**src/hw/rtl/tcq_pkg.sv**
```systemverilog
`default_nettype none

package tcq_pkg;

   localparam int QUEUE_DEPTH = 64;
   localparam int ID_BITS     = 16;
   localparam int IDX_W       = $clog2(QUEUE_DEPTH);
   localparam int PTR_MOD     = 2 * QUEUE_DEPTH;
   localparam int PTR_W       = $clog2(PTR_MOD);
   localparam int ADDR_W      = IDX_W + 1;
   localparam int MEM_DEPTH   = 2 ** ADDR_W;
   localparam int FIELD_W     = 16;
   localparam int COUNT_W     = 8;

   typedef logic [PTR_W-1:0]   ptr_type;
   typedef logic [PTR_W:0]     occ_type;
   typedef logic [IDX_W-1:0]   idx_type;
   typedef logic [ADDR_W-1:0]  addr_type;
   typedef logic [ID_BITS-1:0] id_type;

   typedef enum logic [1:0] {
      OP_ARRIVE = 2'd0,
      OP_CALL   = 2'd1,
      OP_CANCEL = 2'd2
   } op_type;

   typedef enum logic [1:0] {
      ST_OK   = 2'd0,
      ST_MISS = 2'd1,
      ST_FULL = 2'd2
   } status_type;

   typedef enum logic [1:0] {
      S_IDLE,
      S_DISPATCH,
      S_SCAN
   } state_type;

   typedef struct packed {
      logic [1:0]         operation;
      logic               queue_class;
      logic [FIELD_W-1:0] customer_id;
   } req_type;

   typedef struct packed {
      logic [1:0]         status;
      logic [FIELD_W-1:0] called_id;
      logic [FIELD_W-1:0] ticket;
      logic [COUNT_W-1:0] waiting_count;
   } rsp_type;

   typedef struct packed {
      logic   cancelled;
      id_type id;
   } entry_type;

   typedef struct packed {
      logic      en;
      addr_type  addr;
      entry_type data;
   } mem_wr_type;

   typedef struct packed {
      logic     en;
      addr_type addr;
   } mem_rd_type;

   function automatic ptr_type ptr_next(ptr_type p);
      return (p == ptr_type'(PTR_MOD - 1)) ? '0 : p + ptr_type'(1);
   endfunction

   function automatic idx_type ptr_index(ptr_type p);
      return (p >= ptr_type'(QUEUE_DEPTH)) ? idx_type'(p - ptr_type'(QUEUE_DEPTH))
                                            : idx_type'(p);
   endfunction

   function automatic occ_type occupancy(ptr_type h, ptr_type t);
      occ_type wrap;
      wrap = (t >= h) ? '0 : occ_type'(PTR_MOD);
      return {1'b0, t} + wrap - {1'b0, h};
   endfunction

endpackage

`default_nettype wire

```
**src/hw/rtl/tcq_store.sv**
```systemverilog
`default_nettype none

module tcq_store (
   input  wire logic                clock,
   input  wire tcq_pkg::mem_wr_type wr,
   input  wire tcq_pkg::mem_rd_type rd,
   output tcq_pkg::entry_type       rd_data
);

   tcq_pkg::entry_type mem [tcq_pkg::MEM_DEPTH];
   tcq_pkg::entry_type rd_data_ff;

   always_ff @(posedge clock) begin
      if (wr.en) begin
         mem[wr.addr] <= wr.data;
      end
      if (rd.en) begin
         rd_data_ff <= mem[rd.addr];
      end
   end

   assign rd_data = rd_data_ff;

endmodule

`default_nettype wire

```
**src/hw/rtl/two_class_cancellable_ticket_queue_core.sv**
```systemverilog
// Channel   Ports                      Handshake
// request   start, busy, req_item      taken when start is high and busy is low
// response  rsp_valid, rsp_item        shown for one cycle, always taken
//
// An arrive is captured in the request register on acceptance, handled in the dispatch
// state, and its result is registered before it is shown. Call and cancel walk their
// class from the head, one entry per cycle through the single read port of the entry
// memory, and stop at the first match or at the tail.
// Reset clears pointers, ticket counters and the waiting count; memory is not cleared.
// The block never waits on the receiver of results.
`default_nettype none

module two_class_cancellable_ticket_queue_core (
   input  wire logic             clock,
   input  wire logic             reset,
   input  wire logic             start,
   output logic                  busy,
   input  wire tcq_pkg::req_type req_item,
   output logic                  rsp_valid,
   output tcq_pkg::rsp_type      rsp_item
);

   tcq_pkg::state_type state_ff, state_in;
   tcq_pkg::req_type   req_ff, req_in;
   tcq_pkg::ptr_type   walk_ff, walk_in;
   tcq_pkg::ptr_type   head_ff [2];
   tcq_pkg::ptr_type   head_in [2];
   tcq_pkg::ptr_type   tail_ff [2];
   tcq_pkg::ptr_type   tail_in [2];
   logic [tcq_pkg::FIELD_W-1:0] tickets_ff [2];
   logic [tcq_pkg::FIELD_W-1:0] tickets_in [2];
   logic [tcq_pkg::COUNT_W-1:0] count_ff, count_in;
   tcq_pkg::rsp_type   rsp_ff, rsp_in;
   logic               rsp_valid_ff, rsp_valid_in;

   tcq_pkg::mem_wr_type mem_wr;
   tcq_pkg::mem_rd_type mem_rd;
   tcq_pkg::entry_type  rd_entry;

   logic             cls;
   tcq_pkg::op_type  op;
   tcq_pkg::ptr_type head_cur, tail_cur, walk_nxt;
   logic             is_full, is_scan_op, walk_at_tail, next_at_tail, hit;

   tcq_store u_store (
      .clock   (clock),
      .wr      (mem_wr),
      .rd      (mem_rd),
      .rd_data (rd_entry)
   );

   assign cls          = req_ff.queue_class;
   assign op           = tcq_pkg::op_type'(req_ff.operation);
   assign head_cur     = head_ff[cls];
   assign tail_cur     = tail_ff[cls];
   assign walk_nxt     = tcq_pkg::ptr_next(walk_ff);
   assign is_full      = tcq_pkg::occupancy(head_cur, tail_cur)
                         >= tcq_pkg::occ_type'(tcq_pkg::QUEUE_DEPTH);
   assign is_scan_op   = (op == tcq_pkg::OP_CALL) || (op == tcq_pkg::OP_CANCEL);
   assign walk_at_tail = (walk_ff == tail_cur);
   assign next_at_tail = (walk_nxt == tail_cur);
   assign hit          = !rd_entry.cancelled && ((op == tcq_pkg::OP_CALL) ||
                         (rd_entry.id == req_ff.customer_id[tcq_pkg::ID_BITS-1:0]));

   always_comb begin
      state_in = state_ff;
      unique case (state_ff)
         tcq_pkg::S_IDLE: begin
            if (start) begin
               state_in = tcq_pkg::S_DISPATCH;
            end
         end
         tcq_pkg::S_DISPATCH: begin
            if (is_scan_op && !walk_at_tail) begin
               state_in = tcq_pkg::S_SCAN;
            end else begin
               state_in = tcq_pkg::S_IDLE;
            end
         end
         tcq_pkg::S_SCAN: begin
            if (hit || next_at_tail) begin
               state_in = tcq_pkg::S_IDLE;
            end
         end
         default: state_in = tcq_pkg::S_IDLE;
      endcase
   end

   always_comb begin
      req_in       = req_ff;
      walk_in      = walk_ff;
      head_in      = head_ff;
      tail_in      = tail_ff;
      tickets_in   = tickets_ff;
      count_in     = count_ff;
      rsp_valid_in = 1'b0;
      rsp_in       = '0;
      rsp_in.status        = tcq_pkg::ST_MISS;
      rsp_in.waiting_count = count_ff;
      mem_wr       = '0;
      mem_rd       = '0;
      unique case (state_ff)
         tcq_pkg::S_IDLE: begin
            if (start) begin
               req_in  = req_item;
               walk_in = head_ff[req_item.queue_class];
            end
         end
         tcq_pkg::S_DISPATCH: begin
            unique case (op)
               tcq_pkg::OP_ARRIVE: begin
                  rsp_valid_in = 1'b1;
                  if (is_full) begin
                     rsp_in.status = tcq_pkg::ST_FULL;
                  end else begin
                     mem_wr.en             = 1'b1;
                     mem_wr.addr           = {cls, tcq_pkg::ptr_index(tail_cur)};
                     mem_wr.data.cancelled = 1'b0;
                     mem_wr.data.id        = req_ff.customer_id[tcq_pkg::ID_BITS-1:0];
                     tail_in[cls]          = tcq_pkg::ptr_next(tail_cur);
                     tickets_in[cls]       = tickets_ff[cls] + tcq_pkg::FIELD_W'(1);
                     count_in              = count_ff + tcq_pkg::COUNT_W'(1);
                     rsp_in.status         = tcq_pkg::ST_OK;
                     rsp_in.ticket         = tickets_ff[cls];
                     rsp_in.waiting_count  = count_ff + tcq_pkg::COUNT_W'(1);
                  end
               end
               tcq_pkg::OP_CALL, tcq_pkg::OP_CANCEL: begin
                  if (walk_at_tail) begin
                     rsp_valid_in = 1'b1;
                  end else begin
                     mem_rd.en   = 1'b1;
                     mem_rd.addr = {cls, tcq_pkg::ptr_index(walk_ff)};
                  end
               end
               default: begin
                  rsp_valid_in = 1'b1;
               end
            endcase
         end
         tcq_pkg::S_SCAN: begin
            if (op == tcq_pkg::OP_CALL) begin
               head_in[cls] = walk_nxt;
            end
            if (hit) begin
               rsp_valid_in         = 1'b1;
               rsp_in.status        = tcq_pkg::ST_OK;
               count_in             = count_ff - tcq_pkg::COUNT_W'(1);
               rsp_in.waiting_count = count_ff - tcq_pkg::COUNT_W'(1);
               if (op == tcq_pkg::OP_CALL) begin
                  rsp_in.called_id = tcq_pkg::FIELD_W'(rd_entry.id);
               end else begin
                  mem_wr.en             = 1'b1;
                  mem_wr.addr           = {cls, tcq_pkg::ptr_index(walk_ff)};
                  mem_wr.data.cancelled = 1'b1;
                  mem_wr.data.id        = rd_entry.id;
               end
            end else begin
               walk_in = walk_nxt;
               if (next_at_tail) begin
                  rsp_valid_in = 1'b1;
               end else begin
                  mem_rd.en   = 1'b1;
                  mem_rd.addr = {cls, tcq_pkg::ptr_index(walk_nxt)};
               end
            end
         end
         default: begin
         end
      endcase
   end

   always_ff @(posedge clock) begin
      if (reset) begin
         state_ff     <= tcq_pkg::S_IDLE;
         head_ff      <= '{default: '0};
         tail_ff      <= '{default: '0};
         tickets_ff   <= '{default: '0};
         count_ff     <= '0;
         rsp_valid_ff <= 1'b0;
      end else begin
         state_ff     <= state_in;
         head_ff      <= head_in;
         tail_ff      <= tail_in;
         tickets_ff   <= tickets_in;
         count_ff     <= count_in;
         rsp_valid_ff <= rsp_valid_in;
      end
   end

   always_ff @(posedge clock) begin
      req_ff  <= req_in;
      walk_ff <= walk_in;
      rsp_ff  <= rsp_in;
   end

   assign busy      = (state_ff != tcq_pkg::S_IDLE);
   assign rsp_valid = rsp_valid_ff;
   assign rsp_item  = rsp_ff;

   a_single_strobe: assert property (@(posedge clock) disable iff (reset)
      rsp_valid |=> !rsp_valid)
      else $error("Two results in consecutive cycles.");

   a_accept_busy: assert property (@(posedge clock) disable iff (reset)
      (start && !busy) |=> (busy && !rsp_valid))
      else $error("Accepted item did not make the block busy.");

   a_fast_bound: assert property (@(posedge clock) disable iff (reset)
      tcq_pkg::occupancy(head_ff[0], tail_ff[0])
         <= tcq_pkg::occ_type'(tcq_pkg::QUEUE_DEPTH))
      else $error("Fast queue occupancy beyond depth.");

   a_slow_bound: assert property (@(posedge clock) disable iff (reset)
      tcq_pkg::occupancy(head_ff[1], tail_ff[1])
         <= tcq_pkg::occ_type'(tcq_pkg::QUEUE_DEPTH))
      else $error("Slow queue occupancy beyond depth.");

   a_miss_fields: assert property (@(posedge clock) disable iff (reset)
      (rsp_valid && (rsp_item.status != tcq_pkg::ST_OK))
         |-> ((rsp_item.called_id == '0) && (rsp_item.ticket == '0)))
      else $error("Failed item carries a nonzero id or ticket.");

endmodule

`default_nettype wire

```
**config.mk**
```make
export PLATFORM = sky130hd
export DESIGN_NAME = two_class_cancellable_ticket_queue_core
export DESIGN_NICKNAME = d
export VERILOG_FILES = /design/src/hw/rtl/tcq_pkg.sv /design/src/hw/rtl/tcq_store.sv /design/src/hw/rtl/two_class_cancellable_ticket_queue_core.sv
export SDC_FILE = /design/constraint.sdc
export NUM_CORES = 2
export LEC_CHECK = 0
export BUFFER_PORTS_ARGS = -buffer_cell sky130_fd_sc_hd__buf_2
export CORE_UTILIZATION = 35
export DETAILED_ROUTE_END_ITERATION = 12
export PLACE_DENSITY = 0.54
export SLEW_MARGIN = 20
export SYNTH_ARGS = -nofsm -noshare
export SYNTH_HDL_FRONTEND = slang
export SYNTH_SLANG_ARGS = --single-unit
```
**constraint.sdc**
```tcl
create_clock -name clock -period 12.24 [get_ports clock]
set_input_delay 1.836 -clock clock [delete_from_list [all_inputs] [get_ports clock]]
set_output_delay 1.836 -clock clock [all_outputs]
set_load 0.02 [all_outputs]
```
==> key figures <==
STA
  – Tcrit/Tclk final: 0.660
  – Final Setup Violations: 0
  – Fmax: between 100 and 150 MHz
  – Min cycle time layout: between 8 and 9 ns
  – RSZ-0062 raised after global routing: no
  – Clock Skew: ~0.071 ns
  – Setup Total Neg Slack: 0 ns
  – Measured slew at the worst slew-check pin: between 1 and 1.5 ns
  – Final WS setup: ~4.2 ns
  – Slew Limit Headroom: 0.184
  – Fin Hold WS: roughly 0.46 ns
  – Final slew viol count: 0
  – Fin. Hold Viols: 0

Run
  – Max Cap Viol: 0

Yosys
  – Yosys warning total: 0
  – Post-Syn Nets: just over 7000
  – Share of the synthesized area in the top cell type: 0.705
  – Sequential-to-total area share from yosys stat: 0.729
  – Cell area after synthesis: between 90000 and 100000 µm²
  – Syn Inst Count: 7029
  – Synth Flop Type: edfxtp_1
  – Top post-synthesis cells by area: edfxtp_1 70%, nand2_1 3.9%, dfxtp_1 2.4%
  – Number of synthesized flops with an enable pin: between 2000 and 2500
  – Synth Area per Inst: 13.4 µm²
  – Netlist cell types: slightly below 90
  – Number of synthesized register bits: between 2000 and 2500
  – Synth async-reset ratio: 0
  – Top cell type by total area after synthesis: edfxtp_1

Hold path
  – WHS Endpoint: tickets_ff[15]$_SDFFE_PP0P_
  – Hold path cells: 2
  – HP Class: flip-flop to flip-flop
  – Worst hold path startpoint: tickets_ff[15]$_SDFFE_PP0P_

Floorplanning
  – Die W: between 500 and 600 µm
  – Io pins: 66
  – FP Rows: 190
  – Initial Utilization: 0.353
  – Die H: 522 µm
  – Die area: roughly 270000 µm²
  – CORE AREA: around 270000 µm²

Critical path
  – Critical path arrival: between 8 and 9 ns
  – RR Endpoint: u_store.rd_data[11]$_DFFE_PP_
  – R2r setup slk: ~4.2 ns
  – R2r worst-path depth: 15
  – Crit. Startpoint: cls$_DFFE_PP_
  – Worst R2R Start: cls$_DFFE_PP_
  – Crit path required time: approximately 13 ns
  – Critical Path Start Type: flip-flop
  – CP Capture Type: flip-flop
  – Crit path max fanout: 44
  – Kind of critical path: flip-flop to flip-flop

Finish
  – Most frequent cells in the layout: 2219 x edfxtp_1, 991 x nand2_1, 420 x nor2_1, 349 x nand3_1, 295 x or3_1
  – Area growth, synth to finish: 13.4%
  – Final #Nets: 7089
  – Layout filler cell count: around 25000
  – Non-Filler Instances: ~11000
  – Layout cells sized above 1: 0.104
  – Commonest non-fill, non-tap cell in the layout: edfxtp_1

Clock network
  – CTS tree: done
  – H-tree depth: 4
  – Clk slew on worst S/H paths: ~0.060 ns
  – Root buffer cell: clkbuf_16
  – CTS Buf Count: between 200 and 250
  – Clock Latency Late Sink: slightly above 0.9 ns
  – Number of gates resized after cts: 0
  – Clock sinks: between 2000 and 2500
  – CTS Hold Bufs: 0
  – Clock Path Buffers: 3
  – Post-CTS Setup Bufs: 0

Outcome
  – Status: finished, final reports clean

Detailed routing
  – WL per Instance: 29.0 µm
  – DR iter-0 viols: approximately 7900
  – TritonRoute pass-1 iters: 6
  – Via density: around 5.9
  – DRC viols: 0
  – Final wirelength: approximately 310000 µm
  – ANT nets after route: 0
  – Via count: 63100

Power
  – Peak VDD IR: 117 µV
  – Total power: about 17 mW
  – Pwr dens: 154 nW/µm²
  – LEAKAGE: 36.0 nW

Placement
  – # port buffers: 65
  – Placed insts: 10400
  – RD Place Congestion: roughly 0.9
  – DP HPWL: around 180000 µm
  – Post-place setup slack: 4.13 ns

GRT
  – Largest net degree at the start of global routing: 159
  – All-Layer GR Usage: 0.225
  – First-pass GRT wire length: between 400000 and 500000 µm
  – Number of global-route vias before repair: a little under 60000
  – Total grt overflow: 0
  – Initial antenna violation count: 12
==> synth_stat cells, types with 18 or more instances <==
cell type,n
o311ai_0,88
inv_1,54
o22ai_1,51
o2111ai_1,18
edfxtp_1,2219
a211oi_1,83
nor3_1,175
mux2i_1,126
nand2_1,993
nand4_1,30
buf_2,131
o21ai_0,248
o221ai_1,40
dfxtp_1,113
or3_1,295
a211o_1,56
a22oi_1,47
a31oi_1,129
a21oi_1,244
a32oi_1,32
o211ai_1,116
and2_1,25
clkbuf_1,340
nor2_1,446
a311oi_1,44
and3_1,72
xor2_1,41
a22o_1,19
o31ai_1,44
nor4_1,24
nand3_1,351
buf_1,51
o21ai_1,32
==> how the worst max path moves through the flow <==
stage,end,slack [ns],cells past startpoint
after floorplan,u_store.mem[0][0]$_DFFE_PP_,5.06,12
after global placement,u_store.rd_data[11]$_DFFE_PP_,4.27,15
after detailed placement,u_store.mem[121][14]$_DFFE_PP_,4.13,16
after CTS,u_store.mem[121][1]$_DFFE_PP_,3.99,16
after global routing,u_store.mem[124][6]$_DFFE_PP_,3.54,16
final,u_store.rd_data[11]$_DFFE_PP_,4.16,15
==> where the power goes <==
group | internal, mW | switching, mW | total [mW]
Combinational | 0.174 | 0.589 | 0.763
Sequential | 8.65 | 0.0280 | 8.67
Clock | 3.98 | 3.14 | 7.12
==> final cells by class <==
| type | instances | area [µm²] | share of cell area |
|---|---|---|---|
| flip-flops and latches | 2332 | 68900 | 0.643 |
| multi-input cells | 4106 | 23700 | 0.221 |
| clock buffers | 288 | 6060 | 0.0565 |
| well taps | 3552 | 4440 | 0.0415 |
| repair buffers | 318 | 2380 | 0.0222 |
| clock inverters | 133 | 1480 | 0.0138 |
| inverters | 57 | 221 | 0.00207 |
| diodes | 3 | 7.51 | 0.0000701 |
==> routing by layer <==
metal / vias to the layer above / track usage / routed length, µm
met5: - / 0 / 34
met4: 6 / 0.0902 / 12600
met3: 578 / 0.0412 / 29200
met2: 3283 / 0.347 / 141000
met1: 32300 / 0.313 / 130000
li1: 27000 / - / -
==> flip-flops by register name, summed over array words and instances, names as in the netlist, 2 cells and up <==
name and flops:
u_store.mem 2176, rsp_item 42, tickets_ff 32, u_store.rd_data 17, req_ff 16, head_ff 14, tail_ff 14, count_ff 8
walk_ff 7, op 2, state_ff 2
==> through the flow <==
step | utilization | area [µm²]
3_3_place_gp | 0.371 | 99600
2_1_floorplan | - | 94500
3_5_place_dp | 0.371 | 99600
6_report | 0.400 | 107000
4_1_cts | 0.400 | 107000
5_1_grt | 0.400 | 107000
==> cell families after synthesis <==
group | synth area share
DFF | 0.729
AOI/OAI and AO/OA | 0.105
buffers and inverters | 0.0257
and+or+nand+nor | 0.119
adders and majority gates | 0.00246
xor gates and xnor gates | 0.00537
muxes | 0.0143
==> worst max-delay path: stages (launching register included) <==
cell and delay, ns:
edfxtp_1 0.93, buf_4 0.60, mux2i_1 0.72, xor2_1 0.13, and3_1 0.24, a31oi_2 0.77
and2_1 0.50, o21a_4 0.61, buf_4 0.61, nand2_1 0.56, buf_4 0.43, o21ai_1 0.17
nor4_1 0.08, a211oi_1 0.62, o211ai_1 0.53, a32oi_1 0.33
No activity file was read; power rests on OpenSTA's default activity.
